### config.mk
export PLATFORM = sky130hd
export DESIGN_NAME = tpsc_chan
export DESIGN_NICKNAME = d
export VERILOG_FILES = /design/src/sv/tpsc_pkg.sv /design/src/sv/tpsc_chan.sv
export SDC_FILE = /design/constraint.sdc
export NUM_CORES = 2
export LEC_CHECK = 0
export BUFFER_PORTS_ARGS = -buffer_cell sky130_fd_sc_hd__buf_2
export CAP_MARGIN = 30
export CORE_ASPECT_RATIO = 0.7
export CORE_MARGIN = 2
export CORE_UTILIZATION = 35
export DETAILED_ROUTE_END_ITERATION = 12
export SKIP_LAST_GASP = 1
export SYNTH_ARGS = -nofsm -noshare
export SYNTH_HDL_FRONTEND = slang
export SYNTH_SLANG_ARGS = --single-unit
### constraint.sdc
create_clock -name clock -period 17.8 [get_ports clock]
set_clock_uncertainty 0.05 [all_clocks]
set_input_delay 0.89 -clock clock [delete_from_list [all_inputs] [get_ports clock]]
set_output_delay 0.89 -clock clock [all_outputs]
set_load 0.03 [all_outputs]
### src/sv/tpsc_pkg.sv
package tpsc_pkg;

   // Field widths
   localparam int RAW_W = 16;
   localparam int OUT_W = 24;

   // Calibration point widths and Q8 scaling (value/k * 256 = value << shift)
   localparam int TEMP_POINT_W     = 10;
   localparam int TEMP_SCALE_SHIFT = 5;
   localparam int HUM_POINT_W      = 8;
   localparam int HUM_SCALE_SHIFT  = 7;

   // Quotient bits resolved per divider stage
   localparam int DIV_STEP = 4;

   // Saturation limits
   localparam logic signed [OUT_W-1:0] Q8_MAX = 24'sh7FFFFF;
   localparam logic signed [OUT_W-1:0] Q8_MIN = 24'sh800000;

   // Register map
   typedef enum logic [2:0] {
      CSR_HUM_POINT0  = 3'd0,
      CSR_HUM_POINT1  = 3'd1,
      CSR_TEMP_POINT0 = 3'd2,
      CSR_TEMP_POINT1 = 3'd3,
      CSR_HUM_RAW0    = 3'd4,
      CSR_HUM_RAW1    = 3'd5,
      CSR_TEMP_RAW0   = 3'd6,
      CSR_TEMP_RAW1   = 3'd7
   } csr_index_type;

   // Per-channel status leaving the channel pipeline
   typedef struct packed {
      logic valid;
      logic cal_error;
   } chan_status_type;

endpackage

### src/sv/tpsc_chan.sv
// One compensation channel: difference, multiply, magnitude, pipelined
// restoring divide (DIV_STEP quotient bits per stage), offset add and saturate.
module tpsc_chan #(
   parameter int POINT_W     = 10,
   parameter int SCALE_SHIFT = 5
) (
   input  logic                                   clock,
   input  logic                                   reset,
   input  logic                                   enable,
   input  logic                                   in_valid,
   input  logic [POINT_W-1:0]                     point0,
   input  logic [POINT_W-1:0]                     point1,
   input  logic signed [tpsc_pkg::RAW_W-1:0]      raw0,
   input  logic signed [tpsc_pkg::RAW_W-1:0]      raw1,
   input  logic signed [tpsc_pkg::RAW_W-1:0]      sample,
   output logic signed [tpsc_pkg::OUT_W-1:0]      value,
   output tpsc_pkg::chan_status_type              status
);

   localparam int RW     = tpsc_pkg::RAW_W;
   localparam int OW     = tpsc_pkg::OUT_W;
   localparam int STEP   = tpsc_pkg::DIV_STEP;
   localparam int DIFF_W = RW + 1;
   localparam int DP_W   = POINT_W + 1;
   localparam int PROD_W = DP_W + DIFF_W;
   localparam int MAG_W  = POINT_W + RW;
   localparam int QW     = MAG_W + SCALE_SHIFT;
   localparam int NDIV   = (QW + STEP - 1) / STEP;
   localparam int PW     = NDIV * STEP;
   localparam int SUM_W  = PW + 2;

   // One divider stage: STEP restoring steps on the partial remainder
   function automatic logic [RW+PW-1:0] div_stage(input logic [RW-1:0] rem_i,
                                                  input logic [PW-1:0] work_i,
                                                  input logic [RW-1:0] dvs);
      logic [RW:0]   trial;
      logic [RW-1:0] r;
      logic [PW-1:0] w;
      r = rem_i;
      w = work_i;
      for (int j = 0; j < STEP; j++) begin
         trial = {r, w[PW-1]};
         w     = {w[PW-2:0], 1'b0};
         if (trial >= {1'b0, dvs}) begin
            trial = trial - {1'b0, dvs};
            w[0]  = 1'b1;
         end
         r = trial[RW-1:0];
      end
      return {r, w};
   endfunction

   // Stage 1: differences
   logic signed [DP_W-1:0]   dp_ff, dp_in;
   logic signed [DIFF_W-1:0] draw_ff, draw_in;
   logic signed [DIFF_W-1:0] den_ff, den_in;
   logic                     v1_ff, v1_in;

   // Stage 2: product, divisor magnitude
   logic signed [PROD_W-1:0] prod_ff, prod_in;
   logic [RW-1:0]            dmag_ff, dmag_in;
   logic                     dneg_ff, dneg_in;
   logic                     dzero_ff, dzero_in;
   logic                     v2_ff, v2_in;

   // Divider stages; index 0 holds the scaled dividend magnitude
   logic [PW-1:0] work_ff [0:NDIV];
   logic [PW-1:0] work_in [0:NDIV];
   logic [RW-1:0] rem_ff  [0:NDIV];
   logic [RW-1:0] rem_in  [0:NDIV];
   logic [RW-1:0] dvs_ff  [0:NDIV];
   logic [RW-1:0] dvs_in  [0:NDIV];
   logic          neg_ff  [0:NDIV];
   logic          neg_in  [0:NDIV];
   logic          zero_ff [0:NDIV];
   logic          zero_in [0:NDIV];
   logic          vld_ff  [0:NDIV];
   logic          vld_in  [0:NDIV];

   // Output stage
   logic signed [OW-1:0] value_ff, value_in;
   logic                 err_ff, err_in;
   logic                 vout_ff, vout_in;

   logic [DIFF_W-1:0]       den_abs;
   logic [PROD_W-1:0]       prod_abs;
   logic signed [SUM_W-1:0] q_ext;
   logic signed [SUM_W-1:0] q_signed;
   logic signed [SUM_W-1:0] base;
   logic signed [SUM_W-1:0] sum;
   logic [SUM_W-OW:0]       sum_hi;

   // Stage 1
   always_comb begin
      dp_in   = $signed({1'b0, point1}) - $signed({1'b0, point0});
      draw_in = $signed({sample[RW-1], sample}) - $signed({raw0[RW-1], raw0});
      den_in  = $signed({raw1[RW-1], raw1}) - $signed({raw0[RW-1], raw0});
      v1_in   = in_valid;
   end

   // Stage 2
   always_comb begin
      prod_in  = dp_ff * draw_ff;
      den_abs  = den_ff[DIFF_W-1] ? DIFF_W'(-den_ff) : DIFF_W'(den_ff);
      dmag_in  = den_abs[RW-1:0];
      dneg_in  = den_ff[DIFF_W-1];
      dzero_in = (den_ff == '0);
      v2_in    = v1_ff;
   end

   // Stage 3 and divider stages
   always_comb begin
      prod_abs   = prod_ff[PROD_W-1] ? PROD_W'(-prod_ff) : PROD_W'(prod_ff);
      work_in[0] = PW'({prod_abs[MAG_W-1:0], {SCALE_SHIFT{1'b0}}});
      rem_in[0]  = '0;
      dvs_in[0]  = dmag_ff;
      neg_in[0]  = prod_ff[PROD_W-1] ^ dneg_ff;
      zero_in[0] = dzero_ff;
      vld_in[0]  = v2_ff;
      for (int k = 1; k <= NDIV; k++) begin
         {rem_in[k], work_in[k]} = div_stage(rem_ff[k-1], work_ff[k-1], dvs_ff[k-1]);
         dvs_in[k]  = dvs_ff[k-1];
         neg_in[k]  = neg_ff[k-1];
         zero_in[k] = zero_ff[k-1];
         vld_in[k]  = vld_ff[k-1];
      end
   end

   // Output stage: apply sign, add point 0 offset, saturate; zero on a calibration error
   always_comb begin
      q_ext    = $signed({2'b00, work_ff[NDIV]});
      q_signed = neg_ff[NDIV] ? -q_ext : q_ext;
      base     = $signed(SUM_W'({point0, {SCALE_SHIFT{1'b0}}}));
      sum      = base + q_signed;
      sum_hi   = sum[SUM_W-1:OW-1];
      if (zero_ff[NDIV]) begin
         value_in = '0;
      end else if ((&sum_hi) || !(|sum_hi)) begin
         value_in = sum[OW-1:0];
      end else begin
         value_in = sum[SUM_W-1] ? tpsc_pkg::Q8_MIN : tpsc_pkg::Q8_MAX;
      end
      err_in  = zero_ff[NDIV];
      vout_in = vld_ff[NDIV];
   end

   // Valid bits
   always_ff @(posedge clock) begin
      if (reset) begin
         v1_ff   <= 1'b0;
         v2_ff   <= 1'b0;
         vout_ff <= 1'b0;
         for (int k = 0; k <= NDIV; k++) begin
            vld_ff[k] <= 1'b0;
         end
      end else if (enable) begin
         v1_ff   <= v1_in;
         v2_ff   <= v2_in;
         vout_ff <= vout_in;
         for (int k = 0; k <= NDIV; k++) begin
            vld_ff[k] <= vld_in[k];
         end
      end
   end

   // Payload
   always_ff @(posedge clock) begin
      if (enable) begin
         dp_ff    <= dp_in;
         draw_ff  <= draw_in;
         den_ff   <= den_in;
         prod_ff  <= prod_in;
         dmag_ff  <= dmag_in;
         dneg_ff  <= dneg_in;
         dzero_ff <= dzero_in;
         for (int k = 0; k <= NDIV; k++) begin
            work_ff[k] <= work_in[k];
            rem_ff[k]  <= rem_in[k];
            dvs_ff[k]  <= dvs_in[k];
            neg_ff[k]  <= neg_in[k];
            zero_ff[k] <= zero_in[k];
         end
         value_ff <= value_in;
         err_ff   <= err_in;
      end
   end

   assign value            = value_ff;
   assign status.valid     = vout_ff;
   assign status.cal_error = err_ff;

endmodule

After elaboration in Yosys (flattened, before gate mapping)

Memory sizes are Yosys's and may differ from the RTL's. A register that Yosys moved wholly into a read port is not among the register bits.
Index checks and enable logic that the tools add are counted.

Bitwise gates (word level): 10
$add $sub $neg: 39
Reduce and logical (&&, ||, !) cells: 5
Multiplexer cells: 84
Order comparisons: 32
$mul: 1

Operators by type and width:

| kind                                             | count |
|---|---|
| 17-bit by 16-bit >= comparator with 1-bit output | 32 |
| 16-bit two-way mux                               | 33 |
| 16-bit subtractor                                | 32 |
| 24-bit two-way mux                               | 2 |
| 1-bit two-way mux                                | 47 |
| 16-bit by 34-bit adder with 34-bit output        | 1 |
| 34-bit two-way mux                               | 1 |
| 32-bit negator with 34-bit output                | 1 |
| 16-bit by 16-bit subtractor with 17-bit output   | 2 |
| 11-bit by 17-bit multiplier with 28-bit output   | 1 |
| 26-bit two-way mux                               | 1 |
| 26-bit negator                                   | 1 |
| 17-bit zero test                                 | 1 |
| 16-bit negator                                   | 1 |
| 11-bit AND reduction                             | 1 |
| 11-bit OR reduction                              | 1 |
| 10-bit by 10-bit subtractor with 11-bit output   | 1 |
| 1-bit bitwise OR                                 | 9 |
| 1-bit zero test                                  | 1 |
| 1-bit logical OR                                 | 1 |
| 1-bit XOR                                        | 1 |

Bits in writable memories: 603
Memories kept: 6
Input bits: 72
Output and inout bits: 26
Word-level logic and storage cells: 188
Register bits: 118

Memory list:

| memory  | words | width | read ports | clocked after memory_dff | write ports | RTL line        | text |
|---|---|---|---|---|---|---|---|
| work_ff | 9     | 32    | 9          | 0                        | 9           | tpsc_chan.sv:67 | `logic [PW-1:0] work_ff [0:NDIV];` |
| dvs_ff  | 9     | 16    | 8          | 0                        | 9           | tpsc_chan.sv:71 | `logic [RW-1:0] dvs_ff [0:NDIV];` |
| rem_ff  | 9     | 16    | 8          | 0                        | 9           | tpsc_chan.sv:69 | `logic [RW-1:0] rem_ff [0:NDIV];` |
| neg_ff  | 9     | 1     | 9          | 0                        | 9           | tpsc_chan.sv:73 | `logic neg_ff [0:NDIV];` |
| vld_ff  | 9     | 1     | 9          | 1                        | 9           | tpsc_chan.sv:77 | `logic vld_ff [0:NDIV];` |
| zero_ff | 9     | 1     | 9          | 0                        | 9           | tpsc_chan.sv:75 | `logic zero_ff [0:NDIV];` |

Longest topological paths before layout

An unclocked memory read counts as a cell.

Depth in word-level cells: 9
Depth in mapped cells: 53
Gate-level depth less buffers: 47

Least setup slack after synthesis

Ideal clock, no wire load.

Path type: flip-flop to flip-flop
Start: memory dvs_ff[0][17] (netlist name)
End: memory rem_ff[0][39] (netlist name) (data pin)
Setup time: 260 ps
Clock period less this slack: 10969 ps
Data arrival time: 10659 ps
Buffers on the path: 5
Slack: 6831 ps
Cell stages (with the launch flop): 48
Data required time: 17490 ps
Cells stage by stage: edfxtp_1 -> inv_1 -> ha_1 -> nor2b_1 -> o31a_1 -> o41a_1 -> o21ai_2 -> a21oi_2 -> nor2_4 -> inv_2 -> buf_2 -> o21ai_0 -> inv_1 -> ha_1 -> nor2b_1 -> o31a_1 -> o41a_1 -> a221o_1 -> [... 12 more ...] -> a21oi_1 -> o21ai_0 -> a221oi_4 -> buf_2 -> mux2i_1 -> ha_1 -> a21o_1 -> a21o_1 -> a21o_1 -> a221o_1 -> a2111oi_0 -> nor3_1 -> a2111oi_0 -> o21ai_0 -> a211o_1 -> buf_4 -> buf_6 -> mux2_4

RTL lines:

| element            | RTL line |
|---|---|
| start: declaration | tpsc_chan.sv:71 |
| end: declaration   | tpsc_chan.sv:69 |

==> flow_summary_export.csv <==
group,metric,value,unit
worst_hold_path,hold_path.class,"flip-flop to flip-flop",
synth,async_flop_share,0,%
synth,synth-edff-count,630,
timing,final_hold_viol_count,0,
run,maxCapViolCount,0,
final_layout,syn_to_final_growth,9.15,%
timing,rsz0062_at_grt,"no",
timing,setup_violations,0,
worst_setup_path,slowest_delay,0.83,ns
synth,yosysTopAreaCellShare,32.4,%
clock_network,h-tree-depth,3,
status,status,"complete, no violations",
clock_network,cts_buffer_depth,3,
global_routing,grt_use_total,17.7,%
floorplan,die_x,492,microns
worst_setup_path,crit_required,18.17,ns
synth,synthAdderAreaFrac,20.0,%
global_routing,overflow,0,
worst_setup_path,critPathArrivalTime,14.14,ns
routing,vias_per_cell,5.38,
synth,synth_top_family_by_area,"adder cells",
synth,synth_commonest_cells,"630 x edfxtp_1, 608 x ha_1, 550 x inv_1",
floorplan,coreArea,166000,sq um
clock_network,cts_sinks,633,
worst_setup_path,critPathMostFrequentCell,"o21ai_0",
timing,max_freq,72.6,MHz
timing,tightest_slew,1.03,ns
clock_network,clk_pin_slew,0.07,ns
routing,final_antenna_net_count,0,
clock_network,cts_resized,0,
floorplan,dieArea,170000,sq um
clock_network,cts_setup_buffers,0,
timing,setup_tns,0,ns
placement,gp_congestion,0.926,
synth,netlist_area,58400,sq um
global_routing,antenna_found_initial,4,
synth,netlist_instances,5925,
worst_setup_path,crit_path_max_fanout,28,
final_layout,drive_gt1_share,9.29,%
final_layout,final_cells,8284,
synth,ys_ff_latch,633,
worst_setup_path,crit_type,"flip-flop to flip-flop",
routing,avgRoutedWirePerCell,18.8,microns
floorplan,rows,125,
synth,yosysMostFrequentCell,"edfxtp_1",
floorplan,die_y,346,microns
synth,synth-simple-area-share,13.9,%
final_layout,nets,6888,
synth,yosys_warnings,0,
timing,fin_crit,13.77,ns
synth,synth_compound_area_share,16.7,%
routing,via_count,44600,
global_routing,grt_pass1_wl,240000,microns
timing,slew-limit-headroom,29.3,%
clock_network,cts_buffers,72,
synth,synth_largest_area_cell,"edfxtp_1",
placement,portBuffers,97,
worst_setup_path,crit_slowest_cell,"nor3_2",
floorplan,start_util,35.2,%
synth,synthTopCellsByArea,"edfxtp_1 32%, ha_1 13%, fa_1 7.0%",
synth,syn_nets,6808,
synth,synthXorXnorAreaFrac,6.72,%
synth,synthMuxAreaShare,5.50,%
global_routing,grt_max_degree,104,
floorplan,pin_count,98,
clock_network,cts_tree,"yes",
routing,post-route-drc-count,0,
worst_setup_path,endpoint_kind,"flip-flop",
synth,dominantRegCellSynth,"edfxtp_1",
clock_network,clkLatencyLatePin,0.68,ns
timing,fin_crit_sh,77.4,%
clock_network,holdBufCountCts,0,
routing,routed_wirelength,155000,microns
synth,yosysUniqueCellTypes,115,
clock_network,root_buffer,"clkbuf_16",
placement,dp.cells,8151,
routing,first_pass_iters,9,
synth,yosysSeqAreaShare,32.5,%
global_routing,grt_pass1_vias,41600,
timing,slew_violations,0,
synth,avgSynthCellArea,9.85,sq um
worst_setup_path,startpoint_type,"flip-flop",
routing,drt_iter0_drc,4150,
placement,dpl.hpwl,124000,microns
-- worst paths after layout --
kind	startpoint	endpoint	slack [ns]	cells after the start
max	dvs_ff[0][86]	rem_ff[0][105]	4.03	46
min	work_ff[0][89]	work_ff[0][125]	0.34	0
max reg2reg	dvs_ff[0][86]	rem_ff[0][105]	4.03	46
min reg2reg	work_ff[0][89]	work_ff[0][125]	0.34	0
-- logic make-up (layout without fill, tap and decap cells) --
family	count (synthesis)	in the layout
compound gates	1463	1463
flops	633	633
buf+inv	679	814
fa+ha+maj	811	811
other cells	0	2
simple gates	1609	1609
xor+xnor	448	448
mux	282	282
-- critical path, delay by kind of cell (launching register included) --
family | cells | cell delay, ns
simple gates | 10 | 3.11
flops | 1 | 0.40
fa+ha+maj | 4 | 1.24
compound gates | 26 | 7.47
buf+inv | 6 | 1.20
-- cell usage in the layout (no fill, tap or decap), types with 56 or more instances in the layout --
cell       count
nor3_1       123
buf_2         96
a21o_1       168
nor2b_1       90
nand2b_1      84
clkbuf_16     72
nand3_1       76
xnor2_1      298
inv_1        550
o31ai_1       56
xor2_1       150
nand2_1      404
nand4_1       82
mux2_2       190
ha_1         608
edfxtp_1     630
o21ai_0      334
fa_1         203
nor2_1       373
and2_1       137
a21oi_1      343
o21a_1        89
-- metal layers --
layer / GRT usage [%] / vias up / wire (microns)
met1: 27.6 / 21300 / 79300
met5: 0 / - / 11
met3: 4.09 / 173 / 12500
li1: - / 21800 / -
met4: 3.51 / 2 / 2700
met2: 24.5 / 1338 / 60900
-- registers in the layout, summed over array words and instances (netlist names) --
signal and cells:
work_ff 248, dneg_ff 1, rem_ff 112, vout_ff 1
draw_ff 17, dmag_ff 16, dvs_ff 128, neg_ff 9
zero_ff 9, vld_ff 9, v1_ff 1, value 24
err_ff 1, dp_ff 11, prod_ff 27, dzero_ff 1
den_ff 17, v2_ff 1
-- per-stage QoR --
step	utilization (%)	hold WS, ns	area, sq um	worst slack, ns
2_1_floorplan	-	0.350	58400	6.83
3_3_place_gp	36.9	0.350	61200	4.75
3_5_place_dp	37.0	0.355	61300	4.58
4_1_cts	38.4	0.345	63700	4.49
5_1_grt	38.4	0.355	63700	3.35
6_report	38.4	0.344	63700	4.03
-- area by class of cell --
cell class	instances	area, sq um
Clock inverter	43	503
Inverter	559	2100
Timing Repair Buffer	126	785
Multi-Input combinational cell	4613	36700
Clock buffer	86	1850
Tap cell	2222	2780
Fill cell	16300	102000
Sequential cell	633	19000
Antenna cell	2	5.00
Power is not shown: default switching activity piles up to over one toggle a cycle in this logic, so the estimate is an artifact.
